## src/sv/shs_pkg.sv

```systemverilog
`timescale 1ns / 1ps
`default_nettype none
// ----------------------------------------------------------------------------
// shs_pkg
// Shared types, constants and helper functions for the Salsa20/HSalsa20 core.
// ----------------------------------------------------------------------------
package shs_pkg;

    localparam int DOUBLE_ROUNDS_DEF = 10;
    localparam int STEPS_PER_DR      = 8;

    // "expand 32-byte k" as little-endian words
    localparam logic [31:0] SIGMA0 = 32'h6170_7865;
    localparam logic [31:0] SIGMA1 = 32'h3320_646e;
    localparam logic [31:0] SIGMA2 = 32'h7962_2d32;
    localparam logic [31:0] SIGMA3 = 32'h6b20_6574;

    localparam logic [4:0] ROT_B = 5'd7;
    localparam logic [4:0] ROT_C = 5'd9;
    localparam logic [4:0] ROT_D = 5'd13;
    localparam logic [4:0] ROT_A = 5'd18;

    localparam logic [1:0] ROLE_A = 2'd0;
    localparam logic [1:0] ROLE_B = 2'd1;
    localparam logic [1:0] ROLE_C = 2'd2;
    localparam logic [1:0] ROLE_D = 2'd3;

    localparam logic OP_SALSA  = 1'b0;
    localparam logic OP_HSALSA = 1'b1;

    // Quarter-round sub-step: which word of (a, b, c, d) gets updated
    typedef enum logic [1:0] {
        SUB_B = 2'd0,
        SUB_C = 2'd1,
        SUB_D = 2'd2,
        SUB_A = 2'd3
    } t_sub;

    typedef struct packed {
        logic row;
        t_sub sub;
    } t_step;

    typedef struct packed {
        logic        op;
        logic [63:0] key_word0;
        logic [63:0] key_word1;
        logic [63:0] key_word2;
        logic [63:0] key_word3;
        logic [63:0] nonce;
        logic [63:0] counter;
    } t_in;

    typedef logic [15:0][31:0] t_state;
    typedef logic [7:0][63:0]  t_block;

    function automatic logic [31:0] rotl32(input logic [31:0] v, input logic [4:0] amt);
        return (v << amt) | (v >> (6'd32 - {1'b0, amt}));
    endfunction

    // Word index of a quarter-round role. Column q: 5q + 4*role mod 16.
    // Row q: 4q + ((q + role) mod 4).
    function automatic logic [3:0] qr_idx(input logic row, input logic [1:0] q,
                                          input logic [1:0] role);
        logic [1:0] col;
        logic [3:0] base;
        col  = q + role;
        base = {q, 2'b00} + {2'b00, q} + {role, 2'b00};
        return row ? {q, col} : base;
    endfunction

    function automatic t_state build_init(input t_in x);
        t_state s;
        s[0]  = SIGMA0;
        s[1]  = x.key_word0[31:0];
        s[2]  = x.key_word0[63:32];
        s[3]  = x.key_word1[31:0];
        s[4]  = x.key_word1[63:32];
        s[5]  = SIGMA1;
        s[6]  = x.nonce[31:0];
        s[7]  = x.nonce[63:32];
        s[8]  = x.counter[31:0];
        s[9]  = x.counter[63:32];
        s[10] = SIGMA2;
        s[11] = x.key_word2[31:0];
        s[12] = x.key_word2[63:32];
        s[13] = x.key_word3[31:0];
        s[14] = x.key_word3[63:32];
        s[15] = SIGMA3;
        return s;
    endfunction

endpackage
`default_nettype wire

```

## src/sv/shs_cell.sv

```systemverilog
`timescale 1ns / 1ps
`default_nettype none
// ----------------------------------------------------------------------------
// shs_cell
// One add-rotate-xor step applied to all four quarter rounds of a column or
// row round, with a pipeline register and per-stage flow control.
// ----------------------------------------------------------------------------
module shs_cell (
    input  wire                  i_clk,
    input  wire                  i_rst_n,
    input  wire shs_pkg::t_step  i_step,
    input  wire                  i_valid,
    output logic                 o_ready,
    input  wire shs_pkg::t_in    i_in,
    input  wire shs_pkg::t_state i_w,
    output logic                 o_valid,
    input  wire                  i_ready,
    output shs_pkg::t_in         o_in,
    output shs_pkg::t_state      o_w
);

    logic            r_valid;
    shs_pkg::t_in    r_in;
    shs_pkg::t_state r_w;
    shs_pkg::t_state n_w;

    always_comb begin
        logic [3:0] ia, ib, ic, id;
        n_w = i_w;
        for (int q = 0; q < 4; q++) begin
            ia = shs_pkg::qr_idx(i_step.row, 2'(q), shs_pkg::ROLE_A);
            ib = shs_pkg::qr_idx(i_step.row, 2'(q), shs_pkg::ROLE_B);
            ic = shs_pkg::qr_idx(i_step.row, 2'(q), shs_pkg::ROLE_C);
            id = shs_pkg::qr_idx(i_step.row, 2'(q), shs_pkg::ROLE_D);
            case (i_step.sub)
                shs_pkg::SUB_B: begin
                    n_w[ib] = i_w[ib] ^ shs_pkg::rotl32(i_w[ia] + i_w[id], shs_pkg::ROT_B);
                end
                shs_pkg::SUB_C: begin
                    n_w[ic] = i_w[ic] ^ shs_pkg::rotl32(i_w[ib] + i_w[ia], shs_pkg::ROT_C);
                end
                shs_pkg::SUB_D: begin
                    n_w[id] = i_w[id] ^ shs_pkg::rotl32(i_w[ic] + i_w[ib], shs_pkg::ROT_D);
                end
                shs_pkg::SUB_A: begin
                    n_w[ia] = i_w[ia] ^ shs_pkg::rotl32(i_w[id] + i_w[ic], shs_pkg::ROT_A);
                end
                default: begin
                    n_w[ib] = i_w[ib];
                end
            endcase
        end
    end

    // stage takes new data when empty or when its contents move on
    assign o_ready = !r_valid || i_ready;

    always_ff @(posedge i_clk) begin
        if (!i_rst_n) begin
            r_valid <= 1'b0;
        end else if (o_ready) begin
            r_valid <= i_valid;
        end
    end

    always_ff @(posedge i_clk) begin
        if (o_ready && i_valid) begin
            r_in <= i_in;
            r_w  <= n_w;
        end
    end

    assign o_valid = r_valid;
    assign o_in    = r_in;
    assign o_w     = r_w;

endmodule
`default_nettype wire

```

## config.mk

```make
export PLATFORM = sky130hd
export DESIGN_NAME = shs_cell
export DESIGN_NICKNAME = d
export VERILOG_FILES = /design/src/sv/shs_pkg.sv /design/src/sv/shs_cell.sv
export SDC_FILE = /design/constraint.sdc
export NUM_CORES = 2
export LEC_CHECK = 0
export BUFFER_PORTS_ARGS = -buffer_cell sky130_fd_sc_hd__buf_2
export CAP_MARGIN = 30
export CORE_AREA = 2 2 705 707
export DETAILED_ROUTE_END_ITERATION = 7
export DIE_AREA = 0 0 707 709
export HOLD_SLACK_MARGIN = 0.12
export PLACE_DENSITY = 0.35
export SKIP_LAST_GASP = 1
export SLEW_MARGIN = 30
export SYNTH_ARGS = -nofsm -noshare
export SYNTH_HDL_FRONTEND = slang
export SYNTH_SLANG_ARGS = --single-unit
```

## constraint.sdc

```tcl
create_clock -name i_clk -period 32.8 [get_ports i_clk]
set_input_delay 6.56 -clock i_clk [delete_from_list [all_inputs] [get_ports i_clk]]
set_output_delay 6.56 -clock i_clk [all_outputs]
set_load 0.005 [all_outputs]
```

Word level (Yosys, flattened, before mapping)
Index checks and enable logic that the tools add are counted.
{"block": "op_classes", "n_addsub": 16, "magnitude_cmp": 24, "n_eq_ne": 3, "n_mux": 76, "bitwise": 32, "n_reduce_logical": 16}
{"op": "512-bit case mux with 4 select lines", "count": 4}
{"op": "512-bit bitwise mux", "count": 12}
{"op": "32-bit binary-select mux with 4-bit select", "count": 12}
{"op": "32-bit demux with 4-bit select", "count": 12}
{"op": "32-bit 2-to-1 mux", "count": 24}
{"op": "32-bit adder", "count": 16}
{"op": "32-bit XOR", "count": 16}
{"op": "32-bit by 13-bit bitwise OR with 32-bit output", "count": 4}
{"op": "32-bit by 18-bit bitwise OR with 32-bit output", "count": 4}
{"op": "32-bit by 7-bit bitwise OR with 32-bit output", "count": 4}
{"op": "32-bit by 9-bit bitwise OR with 32-bit output", "count": 4}
{"op": "4-bit by 5-bit < comparator with 1-bit output (second input constant)", "count": 10}
{"op": "4-bit by 1-bit greater-or-equal comparator with 1-bit output (second input constant)", "count": 10}
{"op": "4-bit 2-to-1 mux", "count": 8}
{"op": "1-bit logical AND", "count": 13}
{"op": "3-bit 2-to-1 mux", "count": 4}
{"op": "3-bit by 5-bit < comparator with 1-bit output (second input constant)", "count": 2}
{"op": "3-bit by 1-bit greater-or-equal comparator with 1-bit output (second input constant)", "count": 2}
{"op": "2-bit equality test (second input constant)", "count": 2}
{"op": "2-bit by 1-bit equality test with 1-bit output (second input constant)", "count": 1}
{"op": "2-bit zero test", "count": 1}
{"op": "1-bit zero test", "count": 1}
{"op": "1-bit logical OR", "count": 1}
{"block": "totals", "ff_bits": 898, "in_bits": 904, "out_inout_bits": 899, "word_cells": 191}

Logic depth before layout (Yosys ltp)
{"block": "logic_depth", "depth_word": 14, "depth_mapped": 24}

Worst setup path before layout
OpenSTA, ideal clock, no wires.
{"block": "synth_path", "path_type": "input -> register", "startpoint": "input i_ready", "endpoint": "register r_in, in the netlist o_in[0] (enable)", "setup_ps": 1387, "t_arrival_ps": 26923, "setup_slack_ps": 4490, "path_stages": 2, "path_buffers": 0, "path_cell_list": "nand2b_1 -> and2_1"}
{"block": "synth_via", "elab_chain_cells": 2}
{"element": "start: declaration", "line_no": "shs_cell.sv:17", "text": "input wire i_ready,"}
{"element": "1-bit logical OR", "line_no": "shs_cell.sv:56", "text": "assign o_ready = !r_valid || i_ready;"}
{"element": "1-bit logical AND", "line_no": "shs_cell.sv:67", "text": "if (o_ready && i_valid) begin"}
{"element": "end signal: assignment", "line_no": "shs_cell.sv:68", "text": "r_in <= i_in;"}
{"element": "end: declaration", "line_no": "shs_cell.sv:23", "text": "shs_pkg::t_in r_in;"}
Every way passes these cells.
A chain may end at the register's enable or synchronous reset.

==> reports/metrics.yaml <==
cts_setup_buffers: 0
timing.fmax_mhz: 70.7
avgSynthCellArea_sq_um: 9.87
postSynthCellCount: 7214
synth_ff_type: "edfxtp_1"
cts_tree: "done"
fin_tns_setup_ns: 0
ant_nets: 0
synth_mux_area_frac: 0.0662
outcome: "completed"
synth_edf_count: 897
clock_path_buffers: 4
gp_congestion: 1.01
cts_hold_buf: 0
core_area_sq_um: 493000
cpMostUsedCell: "buf_4"
drv_cap: 0
die_w_microns: 707
cp_max_fo: 107
yosysWarnings: 0
post-route-period-util: 0.431
die_y_microns: 709
swShare: 0.424
finClkSkew_ns: 0.0386
cp-end-kind: "register"
maxSlewHeadroom: 0.254
ir_drop_mv: 0.0320
dr.pass1.iters: 7
slowest_delay_ns: 0.69
grt_max_degree: 151
vias: 72600
p_comb_frac: 0.401
synth_top_family_by_area: "compound AO/OA/AOI/OAI gates"
clk_pin_slew_ns: 0.05
antenna_found_initial: 390
min_path_type: "register to register"
wl_microns: 670000
worst_pin_slew_ns: 1.11
start_kind: "input port"
synthAdderAreaFrac: 0.0917
dp.final_hpwl_microns: 581000
async_flop_share: 0
dp.cells: 15300
grtUsageTotal: 0.255
fin_area_sq_um: 93500
fin_util: 0.190
synth-seq-cells: 898
setup_violations: 0
synthesis.nets: 8630
power_w: 0.00511
grt_pass1_wl_microns: 815000
pwr-share-clk: 0.310
synth-simple-area-share: 0.117
drv_slew: 0
internal_power_w: 0.00295
power.switching_w: 0.00217
cts_made_buffers: 142
required_ns: 33.37
leakage_nw: 37.9
crit_type: "input port to register"
drt-vias-per-instance: 4.61
start_util: 0.144
hold_violations: 0
grt_pass1_vias: 68200
wl_per_cell_microns: 42.5
grt-ovfl-total: 0
nets: 10400
rsz0062_at_grt: "false"
seq_power_share: 0.289
htree_num_levels: 4
worstPathCellList: "buf_8 > buf_12 > buf_4 > buf_4 > buf_4 > buf_6 > mux2_2 > ha_1 > fa_1 > a211oi_1 > o21ai_0 > a31o_2 > a21boi_1 > o21ai_0 > a31oi_1 > a21oi_1 > xor2_1 > mux2_2 > o22ai_1 > nor3_1"
drc: 0
synthDistinctLibCells: 101
fin_cells: 15800
die_area_sq_um: 501000
yosysSeqAreaShare: 0.379
first_iter_violations: 6521
ios: 1803
worstPathArrival_ns: 14.72
area_delta_synth_final_pct: 31.4
cts_root_buf: "clkbuf_16"
synth_compound_area_frac: 0.211
cts_resized: 0
clk-insertion-delay-late_ns: 0.85
num_rows: 258
numClockSinks: 898
numPortBuffers: 1802
place_area_sq_um: 88500
drive_above_1_share: 0.285
syn_area_sq_um: 71200
cpMaxStageDelayCell: "buf_6"
synth_xor_area_frac: 0.108
powerDensity_nw_per_um2: 54.7
period_needed_ns: 14.15
final timing paths:
kind | to | startpoint | depth (start not counted) | slack (ns)
worst min register to register | o_valid | o_valid | 2 | 0.55
worst max-delay path | o_w[101] | i_step[2] | 20 | 18.65
worst min-delay path | o_valid | o_valid | 2 | 0.55
worst max register to register | o_in[261] | o_valid | 6 | 28.23
metal layers:
metal / GRT usage / wire length, microns
met2: 0.461 / 343000
met1: 0.241 / 215000
met3: 0.0719 / 49500
met4: 0.205 / 60800
met5: 0 / 1450
critical path, delay by kind of cell:
family,cells,cell delay [ns]
compound gates,8,1.99
simple gates,1,0.09
mux,2,0.86
xor+xnor,1,0.60
buf+inv,6,3.63
fa+ha+maj,2,0.72
power by group through the flow:
stage                     registers [W]  clock network [W]  logic, W
after floorplan                 0.00151                  0  0.000957
after global placement          0.00150                  0   0.00204
after detailed placement        0.00150                  0   0.00203
after CTS                       0.00148            0.00164   0.00204
after global routing            0.00148            0.00167   0.00212
final                           0.00148            0.00159   0.00205
cells by family (layout without fill, tap and decap cells):
kind of cell / after synthesis / count (layout)
compound gates: 2333 / 2333
simple gates: 1813 / 1813
flops: 898 / 898
xor+xnor: 732 / 732
fa+ha+maj: 512 / 512
buf+inv: 496 / 2362
mux: 430 / 430
other cells: 0 / 174
state kept, by name (all words and copies together), names as in the netlist:
register  cells
o_in        385
o_valid       1
o_w         512
per-stage QoR:
| stage | hold WS (ns) | setup slack [ns] |
|---|---|---|
| 2_1_floorplan | 0.537 | 4.49 |
| 3_3_place_gp | 0.537 | 17.74 |
| 3_5_place_dp | 0.541 | 17.94 |
| 4_1_cts | 0.549 | 18.81 |
| 5_1_grt | 0.586 | 18.37 |
| 6_report | 0.546 | 18.65 |
synth_stat cells (all sizes together) (72+ instances only):
master,number,share of area
mux2,315,0.050
o22ai,139,0.012
xnor2,401,0.049
ha,496,0.087
nor3,151,0.011
xor2,242,0.030
a31oi,103,0.0091
o21a,96,0.010
clkbuf,211,0.011
buf,89,0.0052
nand3,163,0.011
o21bai,80,0.0084
edfxtp,897,0.38
inv,196,0.010
nand2b,72,0.0063
a211oi,79,0.0083
a21o,238,0.025
nand2,599,0.032
mux2i,114,0.016
a21oi,641,0.045
o21ai,504,0.036
nor2,478,0.025
area by class of cell:
class	count	area, sq um
inverters	196	749
clock inverters	80	832
well taps	6500	8130
fillers	55100	399000
diodes	174	435
multi-input cells	5820	42700
flip-flops and latches	898	27000
clock buffers	169	3720
repair buffers	1917	9980
cells in the final DEF, fill, tap and decap left out, types with 174 or more instances in the layout:
cell,count
a21o_1,238
a21oi_1,636
buf_2,1799
diode_2,174
edfxtp_1,897
ha_1,496
inv_1,193
mux2_2,314
nand2_1,594
nor2_1,467
o21ai_0,446
xnor2_1,385
xor2_1,237
Power figures use the tool's default switching activity.
