`config.mk`:
```
export PLATFORM = sky130hd
export DESIGN_NAME = shs_final_flat
export DESIGN_NICKNAME = d
export VERILOG_FILES = /design/src/sv/shs_pkg.sv /design/src/sv/shs_if.sv /design/src/sv/shs_final.sv /design/src/flat_wrapper.sv
export SDC_FILE = /design/constraint.sdc
export NUM_CORES = 2
export LEC_CHECK = 0
export BUFFER_PORTS_ARGS = -buffer_cell sky130_fd_sc_hd__buf_2
export CORE_AREA = 3 3 544 546
export DETAILED_ROUTE_END_ITERATION = 10
export DIE_AREA = 0 0 547 549
export PLACE_DENSITY = 0.3
export SETUP_SLACK_MARGIN = 0.5
export SYNTH_ARGS = -nofsm -noshare
export SYNTH_HDL_FRONTEND = slang
export SYNTH_SLANG_ARGS = --single-unit
export TNS_END_PERCENT = 30
```
`constraint.sdc`:
```
create_clock -name i_clk -period 26.6 [get_ports i_clk]
set_input_delay 3.99 -clock i_clk [delete_from_list [all_inputs] [get_ports i_clk]]
set_output_delay 3.99 -clock i_clk [all_outputs]
set_load 0.01 [all_outputs]
```
`src/sv/shs_pkg.sv`:
```
`timescale 1ns / 1ps
`default_nettype none
// ----------------------------------------------------------------------------
// shs_pkg
// Shared types, constants and helper functions for the Salsa20/HSalsa20 core.
// ----------------------------------------------------------------------------
package shs_pkg;

    localparam int DOUBLE_ROUNDS_DEF = 10;
    localparam int STEPS_PER_DR      = 8;

    // "expand 32-byte k" as little-endian words
    localparam logic [31:0] SIGMA0 = 32'h6170_7865;
    localparam logic [31:0] SIGMA1 = 32'h3320_646e;
    localparam logic [31:0] SIGMA2 = 32'h7962_2d32;
    localparam logic [31:0] SIGMA3 = 32'h6b20_6574;

    localparam logic [4:0] ROT_B = 5'd7;
    localparam logic [4:0] ROT_C = 5'd9;
    localparam logic [4:0] ROT_D = 5'd13;
    localparam logic [4:0] ROT_A = 5'd18;

    localparam logic [1:0] ROLE_A = 2'd0;
    localparam logic [1:0] ROLE_B = 2'd1;
    localparam logic [1:0] ROLE_C = 2'd2;
    localparam logic [1:0] ROLE_D = 2'd3;

    localparam logic OP_SALSA  = 1'b0;
    localparam logic OP_HSALSA = 1'b1;

    // Quarter-round sub-step: which word of (a, b, c, d) gets updated
    typedef enum logic [1:0] {
        SUB_B = 2'd0,
        SUB_C = 2'd1,
        SUB_D = 2'd2,
        SUB_A = 2'd3
    } t_sub;

    typedef struct packed {
        logic row;
        t_sub sub;
    } t_step;

    typedef struct packed {
        logic        op;
        logic [63:0] key_word0;
        logic [63:0] key_word1;
        logic [63:0] key_word2;
        logic [63:0] key_word3;
        logic [63:0] nonce;
        logic [63:0] counter;
    } t_in;

    typedef logic [15:0][31:0] t_state;
    typedef logic [7:0][63:0]  t_block;

    function automatic logic [31:0] rotl32(input logic [31:0] v, input logic [4:0] amt);
        return (v << amt) | (v >> (6'd32 - {1'b0, amt}));
    endfunction

    // Word index of a quarter-round role. Column q: 5q + 4*role mod 16.
    // Row q: 4q + ((q + role) mod 4).
    function automatic logic [3:0] qr_idx(input logic row, input logic [1:0] q,
                                          input logic [1:0] role);
        logic [1:0] col;
        logic [3:0] base;
        col  = q + role;
        base = {q, 2'b00} + {2'b00, q} + {role, 2'b00};
        return row ? {q, col} : base;
    endfunction

    function automatic t_state build_init(input t_in x);
        t_state s;
        s[0]  = SIGMA0;
        s[1]  = x.key_word0[31:0];
        s[2]  = x.key_word0[63:32];
        s[3]  = x.key_word1[31:0];
        s[4]  = x.key_word1[63:32];
        s[5]  = SIGMA1;
        s[6]  = x.nonce[31:0];
        s[7]  = x.nonce[63:32];
        s[8]  = x.counter[31:0];
        s[9]  = x.counter[63:32];
        s[10] = SIGMA2;
        s[11] = x.key_word2[31:0];
        s[12] = x.key_word2[63:32];
        s[13] = x.key_word3[31:0];
        s[14] = x.key_word3[63:32];
        s[15] = SIGMA3;
        return s;
    endfunction

endpackage
`default_nettype wire

```
`src/sv/shs_if.sv`:
```
`timescale 1ns / 1ps
`default_nettype none


interface shs_out_if;
    logic        valid;
    logic        ready;
    logic [63:0] block_word0;
    logic [63:0] block_word1;
    logic [63:0] block_word2;
    logic [63:0] block_word3;
    logic [63:0] block_word4;
    logic [63:0] block_word5;
    logic [63:0] block_word6;
    logic [63:0] block_word7;

    modport source (output valid, block_word0, block_word1, block_word2, block_word3,
                    block_word4, block_word5, block_word6, block_word7, input ready);
    modport sink   (input valid, block_word0, block_word1, block_word2, block_word3,
                    block_word4, block_word5, block_word6, block_word7, output ready);
endinterface
`default_nettype wire

```
`src/sv/shs_final.sv`:
```
`timescale 1ns / 1ps
`default_nettype none
// ----------------------------------------------------------------------------
// shs_final
// Feed-forward add or HSalsa20 word selection, then the output register.
// ----------------------------------------------------------------------------
module shs_final (
    input  wire                  i_clk,
    input  wire                  i_rst_n,
    input  wire                  i_valid,
    output logic                 o_ready,
    input  wire shs_pkg::t_in    i_in,
    input  wire shs_pkg::t_state i_w,
    shs_out_if.source            o_out
);

    logic            r_valid;
    shs_pkg::t_block r_blk;
    shs_pkg::t_block n_blk;

    always_comb begin
        shs_pkg::t_state init;
        shs_pkg::t_state sum;
        init = shs_pkg::build_init(i_in);
        for (int k = 0; k < 16; k++) begin
            sum[k] = i_w[k] + init[k];
        end
        if (i_in.op == shs_pkg::OP_HSALSA) begin
            n_blk[0] = {i_w[5], i_w[0]};
            n_blk[1] = {i_w[15], i_w[10]};
            n_blk[2] = {i_w[7], i_w[6]};
            n_blk[3] = {i_w[9], i_w[8]};
            n_blk[4] = '0;
            n_blk[5] = '0;
            n_blk[6] = '0;
            n_blk[7] = '0;
        end else begin
            for (int m = 0; m < 8; m++) begin
                n_blk[m] = {sum[2 * m + 1], sum[2 * m]};
            end
        end
    end

    assign o_ready = !r_valid || o_out.ready;

    always_ff @(posedge i_clk) begin
        if (!i_rst_n) begin
            r_valid <= 1'b0;
        end else if (o_ready) begin
            r_valid <= i_valid;
        end
    end

    always_ff @(posedge i_clk) begin
        if (o_ready && i_valid) begin
            r_blk <= n_blk;
        end
    end

    assign o_out.valid       = r_valid;
    assign o_out.block_word0 = r_blk[0];
    assign o_out.block_word1 = r_blk[1];
    assign o_out.block_word2 = r_blk[2];
    assign o_out.block_word3 = r_blk[3];
    assign o_out.block_word4 = r_blk[4];
    assign o_out.block_word5 = r_blk[5];
    assign o_out.block_word6 = r_blk[6];
    assign o_out.block_word7 = r_blk[7];

endmodule
`default_nettype wire

```
`src/flat_wrapper.sv`:
```
// flat-port wrapper written by rule: the top's interface ports become plain ports
module shs_final_flat 
  (i_clk, i_rst_n, i_valid, o_ready, i_in, i_w, o_out_valid, o_out_block_word0, o_out_block_word1, o_out_block_word2, o_out_block_word3, o_out_block_word4, o_out_block_word5, o_out_block_word6, o_out_block_word7, o_out_ready);
  shs_out_if o_out_i ();
  input  wire i_clk;
  input  wire i_rst_n;
  input  wire i_valid;
  output logic o_ready;
  input  wire shs_pkg::t_in i_in;
  input  wire shs_pkg::t_state i_w;
  output wire logic [$bits(o_out_i.valid)-1:0] o_out_valid;
  output wire logic [$bits(o_out_i.block_word0)-1:0] o_out_block_word0;
  output wire logic [$bits(o_out_i.block_word1)-1:0] o_out_block_word1;
  output wire logic [$bits(o_out_i.block_word2)-1:0] o_out_block_word2;
  output wire logic [$bits(o_out_i.block_word3)-1:0] o_out_block_word3;
  output wire logic [$bits(o_out_i.block_word4)-1:0] o_out_block_word4;
  output wire logic [$bits(o_out_i.block_word5)-1:0] o_out_block_word5;
  output wire logic [$bits(o_out_i.block_word6)-1:0] o_out_block_word6;
  output wire logic [$bits(o_out_i.block_word7)-1:0] o_out_block_word7;
  input wire logic [$bits(o_out_i.ready)-1:0] o_out_ready;
  assign o_out_valid = o_out_i.valid;
  assign o_out_block_word0 = o_out_i.block_word0;
  assign o_out_block_word1 = o_out_i.block_word1;
  assign o_out_block_word2 = o_out_i.block_word2;
  assign o_out_block_word3 = o_out_i.block_word3;
  assign o_out_block_word4 = o_out_i.block_word4;
  assign o_out_block_word5 = o_out_i.block_word5;
  assign o_out_block_word6 = o_out_i.block_word6;
  assign o_out_block_word7 = o_out_i.block_word7;
  assign o_out_i.ready = o_out_ready;
  shs_final u_core (.i_clk(i_clk), .i_rst_n(i_rst_n), .i_valid(i_valid), .o_ready(o_ready), .i_in(i_in), .i_w(i_w), .o_out(o_out_i));
endmodule
```
Word-level counts from Yosys, hierarchy flattened --
Cells that the tools add are included.
Cells by class: add/sub/neg operators 16, mux-type cells 1, reduce and logical (&&, ||, !) cells 3
Operator list (count):
- adder 32 bit | 12
- two-way mux 256 bit | 1
- adder 32 x 31 -> 32 bit (second input constant) | 3
- adder 32 x 30 -> 32 bit (second input constant) | 1
- logical AND 1 bit | 1
- logical NOT 1 bit | 1
- logical OR 1 bit | 1
Word-level totals: bits in registers 513, bits of input ports 901, output and inout bits 514, word-level logic and storage cells 29

Depth between registers and ports, before layout --
depth after elaboration 3, gate-level depth with buffers 11

Worst setup path after synthesis --
No wires, ideal clock.
path kind input to register, start input port o_out_ready, end register u_core.r_blk, in the netlist u_core.o_out.block_word0[0] (enable), setup time 946 ps, data arrival time 15784 ps, setup slack 9870 ps, stages 2, path buffers 0, cells stage by stage nand2b_1 > and2_1
Between the ends: cells in the longest elaborated chain, start to end 2
Ends and longest elaborated chain:
- start: declaration | line flat_wrapper.sv:20 | input wire logic [$bits(o_out_i.ready)-1:0] o_out_ready;
- logical OR 1 bit | line shs_final.sv:44 | assign o_ready = !r_valid || o_out.ready;
- logical AND 1 bit | line shs_final.sv:55 | if (o_ready && i_valid) begin
- end signal: assignment | line shs_final.sv:56 | r_blk <= n_blk;
- end: declaration | line shs_final.sv:18 | shs_pkg::t_block r_blk;
No other way between the ends. A chain may end at the register's enable or synchronous reset.

Worst setup path in the final report --
start input port o_out_ready, end output port o_ready
Between the ends: cells in the longest elaborated chain, start to end 1
Ends and longest elaborated chain:
- logical OR 1 bit | line shs_final.sv:44
- end: declaration | line flat_wrapper.sv:8 | output logic o_ready;
No other way between the ends.

==> flow_summary.html <==
<table>
<tr><th>Metric</th><th>Value</th></tr>
<tr><th colspan="2">Status</th></tr>
<tr><td>Result of the run</td><td>finished, final reports clean</td></tr>
<tr><th colspan="2">Setup path</th></tr>
<tr><td>Nature of the critical path endpoint</td><td>output port</td></tr>
<tr><td>Arrival @ worst endpoint</td><td>4.41 ns</td></tr>
<tr><td>Startpoint-to-endpoint class of the critical path</td><td>in2out</td></tr>
<tr><td>Critical Path, Cell by Cell</td><td>buf_2, nand2b_1, buf_2</td></tr>
<tr><td>Max stage delay on crit path</td><td>0.16 ns</td></tr>
<tr><td>CP most frequent cell</td><td>buf_2</td></tr>
<tr><td>Critical path peak fanout</td><td>3</td></tr>
<tr><td>Critical Path Source Type</td><td>input pin</td></tr>
<tr><td>CP Data Required Time</td><td>22.61 ns</td></tr>
<tr><td>Slowest stage cell, crit path</td><td>nand2b_1</td></tr>
<tr><th colspan="2">Die</th></tr>
<tr><td>Io pins</td><td>1,415</td></tr>
<tr><td>Die outline area</td><td>300,000 sq um</td></tr>
<tr><td>Horiz. Die Dim</td><td>547 um</td></tr>
<tr><td>Standard-cell rows</td><td>198</td></tr>
<tr><td>Core footprint</td><td>291,000 sq um</td></tr>
<tr><td>Initial cell density of the core</td><td>13.6%</td></tr>
<tr><td>DIE HEIGHT</td><td>549 um</td></tr>
<tr><th colspan="2">Clock tree</th></tr>
<tr><td>H-tree Lvls</td><td>3</td></tr>
<tr><td>Later-pin clock latency in the skew report</td><td>0.79 ns</td></tr>
<tr><td>CTS tree</td><td>done</td></tr>
<tr><td>Bufs on Longest Clock Path</td><td>4</td></tr>
<tr><td>Master cell of the clock root buffer</td><td>clkbuf_16</td></tr>
<tr><td>Number of sinks on the clock net</td><td>513</td></tr>
<tr><td>Post-CTS setup buffer count</td><td>0</td></tr>
<tr><td>Num CTS Buffers</td><td>85</td></tr>
<tr><td>Hold_buf cts</td><td>0</td></tr>
<tr><td>Count of cells resized by post-cts repair</td><td>0</td></tr>
<tr><td>Clk pin slew, worst setup/hold paths</td><td>0.06 ns</td></tr>
<tr><th colspan="2">Routing</th></tr>
<tr><td>Iteration-0 DRC Markers</td><td>2,517</td></tr>
<tr><td>Post-DR wirelength/cell</td><td>25.9 um</td></tr>
<tr><td>1st-pass router iterations</td><td>6</td></tr>
<tr><td>Number of vias in the routed layout</td><td>39,400</td></tr>
<tr><td>Total routed wirelength</td><td>249 mm</td></tr>
<tr><td>Residual DRC count</td><td>0</td></tr>
<tr><td>Number of vias per cell</td><td>4.11</td></tr>
<tr><td>Final antenna-violating net count</td><td>0</td></tr>
<tr><th colspan="2">Global routing</th></tr>
<tr><td>Total track usage</td><td>15.7%</td></tr>
<tr><td>Vias in the first global route</td><td>39,900</td></tr>
<tr><td>First-pass GRT wire length</td><td>334 mm</td></tr>
<tr><td>Number of antenna violations at the first check in global routing</td><td>157</td></tr>
<tr><td>Pin count of the biggest net entering global routing</td><td>173</td></tr>
<tr><td>Total gr overflow</td><td>0</td></tr>
<tr><th colspan="2">Final layout</th></tr>
<tr><td>Fin cells</td><td>9,593</td></tr>
<tr><td>Area taken by multi-input logic gates</td><td>23,300 sq um</td></tr>
<tr><td>Commonest non-fill, non-tap cells in the layout</td><td>buf_2, edfxtp_1, nor2_1</td></tr>
<tr><td>Number of nets in the layout</td><td>6,883</td></tr>
<tr><td>Area Growth Syn to Fin</td><td>37.0%</td></tr>
<tr><td>Area used by sequential logic in the layout</td><td>15,400 sq um</td></tr>
<tr><td>Share of final-layout standard cells stronger than drive strength 1</td><td>28.8%</td></tr>
<tr><td>Leading cell type in the layout, fill and taps excluded</td><td>buf_2</td></tr>
<tr><td>Fill cell count</td><td>32,900</td></tr>
<tr><th colspan="2">Logic synthesis</th></tr>
<tr><td>Top flip-flop cell by instance count after synthesis</td><td>edfxtp_1</td></tr>
<tr><td>Unique cell type count in the Yosys netlist</td><td>76</td></tr>
<tr><td>Syn Nets</td><td>5,490</td></tr>
<tr><td>Sequential area share after synthesis</td><td>39.0%</td></tr>
<tr><td>Mean instance size in the synthesized netlist</td><td>9.40 sq um</td></tr>
<tr><td>Ys Warns</td><td>0</td></tr>
<tr><td>Synth area leaders</td><td>edfxtp_1, ha_1, xor2_1, o21ai_0, xnor2_1</td></tr>
<tr><td>Fraction of post-synthesis cell area in the top cell type by area</td><td>38.9%</td></tr>
<tr><td>Number of enable-type register cells in the synthesized netlist</td><td>512</td></tr>
<tr><td>Number of storage elements in the synthesis netlist</td><td>513</td></tr>
<tr><td>Post-Synthesis Cell Area</td><td>39,500 sq um</td></tr>
<tr><td>Post-synthesis async set-or-reset flop share</td><td>0%</td></tr>
<tr><td>Biggest area consumer among synthesized cells</td><td>edfxtp_1</td></tr>
<tr><td>Cells after Synth</td><td>4,201</td></tr>
<tr><th colspan="2">STA</th></tr>
<tr><td>Final hold viol count</td><td>0</td></tr>
<tr><td>Pins Over Slew Limit</td><td>0</td></tr>
<tr><td>Final sum of negative setup slack</td><td>0 ns</td></tr>
<tr><td>Final period util</td><td>31.6%</td></tr>
<tr><td>Final critical delay including setup and external delays</td><td>8.40 ns</td></tr>
<tr><td>Transition at the pin with the smallest max-transition slack</td><td>1.18 ns</td></tr>
<tr><td>Unrepaired setup endpoints after global routing</td><td>no</td></tr>
<tr><td>Worst-case clock skew</td><td>0.0379 ns</td></tr>
<tr><td>Slew headroom</td><td>21.6%</td></tr>
<tr><td>Fmax achieved</td><td>119 MHz</td></tr>
<tr><td>Finish-stage setup viols</td><td>0</td></tr>
<tr><th colspan="2">Power and ir drop</th></tr>
<tr><td>Portion of total power attributed to combinational logic</td><td>30.1%</td></tr>
<tr><td>Leakage power</td><td>0.0231 uW</td></tr>
<tr><td>Sequential Power Share</td><td>32.6%</td></tr>
<tr><td>Peak supply drop</td><td>0.0405 mV</td></tr>
<tr><td>Pwr per Cell Area</td><td>58.4 nW/um^2</td></tr>
<tr><td>Power share of the clock group</td><td>37.3%</td></tr>
<tr><td>Net switching power</td><td>1110 uW</td></tr>
<tr><td>Internal Power</td><td>2050 uW</td></tr>
<tr><td>Switch share</td><td>35.0%</td></tr>
<tr><th colspan="2">Min path</th></tr>
<tr><td>Type of the most critical hold path</td><td>reg2reg</td></tr>
<tr><th colspan="2">Place</th></tr>
<tr><td>Port Buffer Count</td><td>1,414</td></tr>
<tr><td>RePlAce Congestion</td><td>0.949</td></tr>
<tr><td>HPWL after DPL</td><td>212 mm</td></tr>
<tr><td>Number of instances in the placed design</td><td>9,407</td></tr>
<tr><th colspan="2">Run</th></tr>
<tr><td>Maxcap violations</td><td>0</td></tr>
</table>
sequential cells by signal, summed over array words and instances, names as in the netlist, 64 cells and up:
signal / cells
u_core.o_out.block_word5: 64
u_core.o_out.block_word2: 64
u_core.o_out.block_word4: 64
u_core.o_out.block_word0: 64
u_core.o_out.block_word7: 64
u_core.o_out.block_word6: 64
u_core.o_out.block_word1: 64
u_core.o_out.block_word3: 64
area by class of cell:
type | instances | area share [%]
antenna | 35 | 0.162
clock buffer | 97 | 4.05
clock inverter | 54 | 1.15
inverter | 80 | 0.560
multi-input combinational | 3478 | 43.1
sequential | 513 | 28.5
tap | 3900 | 9.02
timing repair buffer | 1436 | 13.5
kinds of logic after synthesis:
| family | count (synthesis) | share of synthesized area, % |
|---|---|---|
| compound gates | 1349 | 21.4 |
| simple gates | 1276 | 14.6 |
| flops | 513 | 39.0 |
| xor+xnor | 434 | 9.62 |
| fa+ha+maj | 388 | 12.5 |
| buf+inv | 210 | 2.00 |
| mux | 31 | 0.878 |
worst max-delay path: cells and delay by family:
kind | cells | cell delay (ns)
AND/OR/NAND/NOR | 1 | 0.16
buffers and inverters | 2 | 0.26
final timing paths:
check	start	to	slack, ns	cells after the start
worst min register to register	u_core.o_out.valid$_SDFFE_PN0N_	u_core.o_out.valid$_SDFFE_PN0N_	0.55	2
worst max register to register	u_core.o_out.valid$_SDFFE_PN0N_	u_core.o_out.block_word5[1]$_SDFFCE_PP0P_	23.42	4
worst min-delay path	u_core.o_out.valid$_SDFFE_PN0N_	u_core.o_out.valid$_SDFFE_PN0N_	0.55	2
worst max-delay path	o_out_ready	o_ready	18.20	3
layer usage:
layer	vias to the layer above	track usage, %	share of wire [%]
met5	-	0	0.37
met4	140	3.37	2.3
met3	378	5.83	9.0
met2	1486	28.2	50
met1	18900	17.7	39
li1	18500	-	-
synthesized netlist by cell type (9+ instances only):
library cell / count
edfxtp_1: 512
nor2_1: 421
nand2_1: 416
ha_1: 376
o21ai_0: 373
a21oi_1: 358
xor2_1: 221
xnor2_1: 213
a21o_1: 203
clkbuf_1: 118
nand3_1: 94
inv_1: 79
a31oi_1: 66
nor3_1: 64
nor2b_1: 55
o21bai_1: 53
nand4_1: 49
o21a_1: 45
a211oi_1: 43
nand2b_1: 42
and3_1: 38
o31ai_1: 36
mux2_2: 29
and2_1: 26
o211ai_1: 21
nor4_1: 15
a2111oi_0: 13
a311oi_1: 13
or3_1: 13
a21boi_0: 12
a31o_2: 12
fa_1: 12
buf_1: 11
nor3b_1: 11
o41ai_1: 11
a211o_1: 9
a221oi_1: 9
per-stage QoR:
step / cell area [sq um] / setup slack, ns / utilization [%] / power, uW / hold slack [ns]
after floorplan: 39500 / 9.87 / - / 1570 / 0.610
after global placement: 51200 / 17.63 / 17.6 / 2020 / 0.524
after detailed placement: 51200 / 17.75 / 17.6 / 2010 / 0.531
after global routing: 54000 / 18.20 / 18.6 / 3340 / 0.583
after CTS: 54000 / 18.21 / 18.6 / 3240 / 0.542
final: 54100 / 18.20 / 18.6 / 3160 / 0.553
power by group through the flow:
stage                     sequential, uW  combinational, uW  clock, uW
final                               1030                949       1180
after global routing                1040               1040       1260
after CTS                           1030                971       1240
after detailed placement            1050                965          0
after global placement              1050                969          0
after floorplan                     1100                478          0
Note: power is estimated with default switching activity, not from simulation.
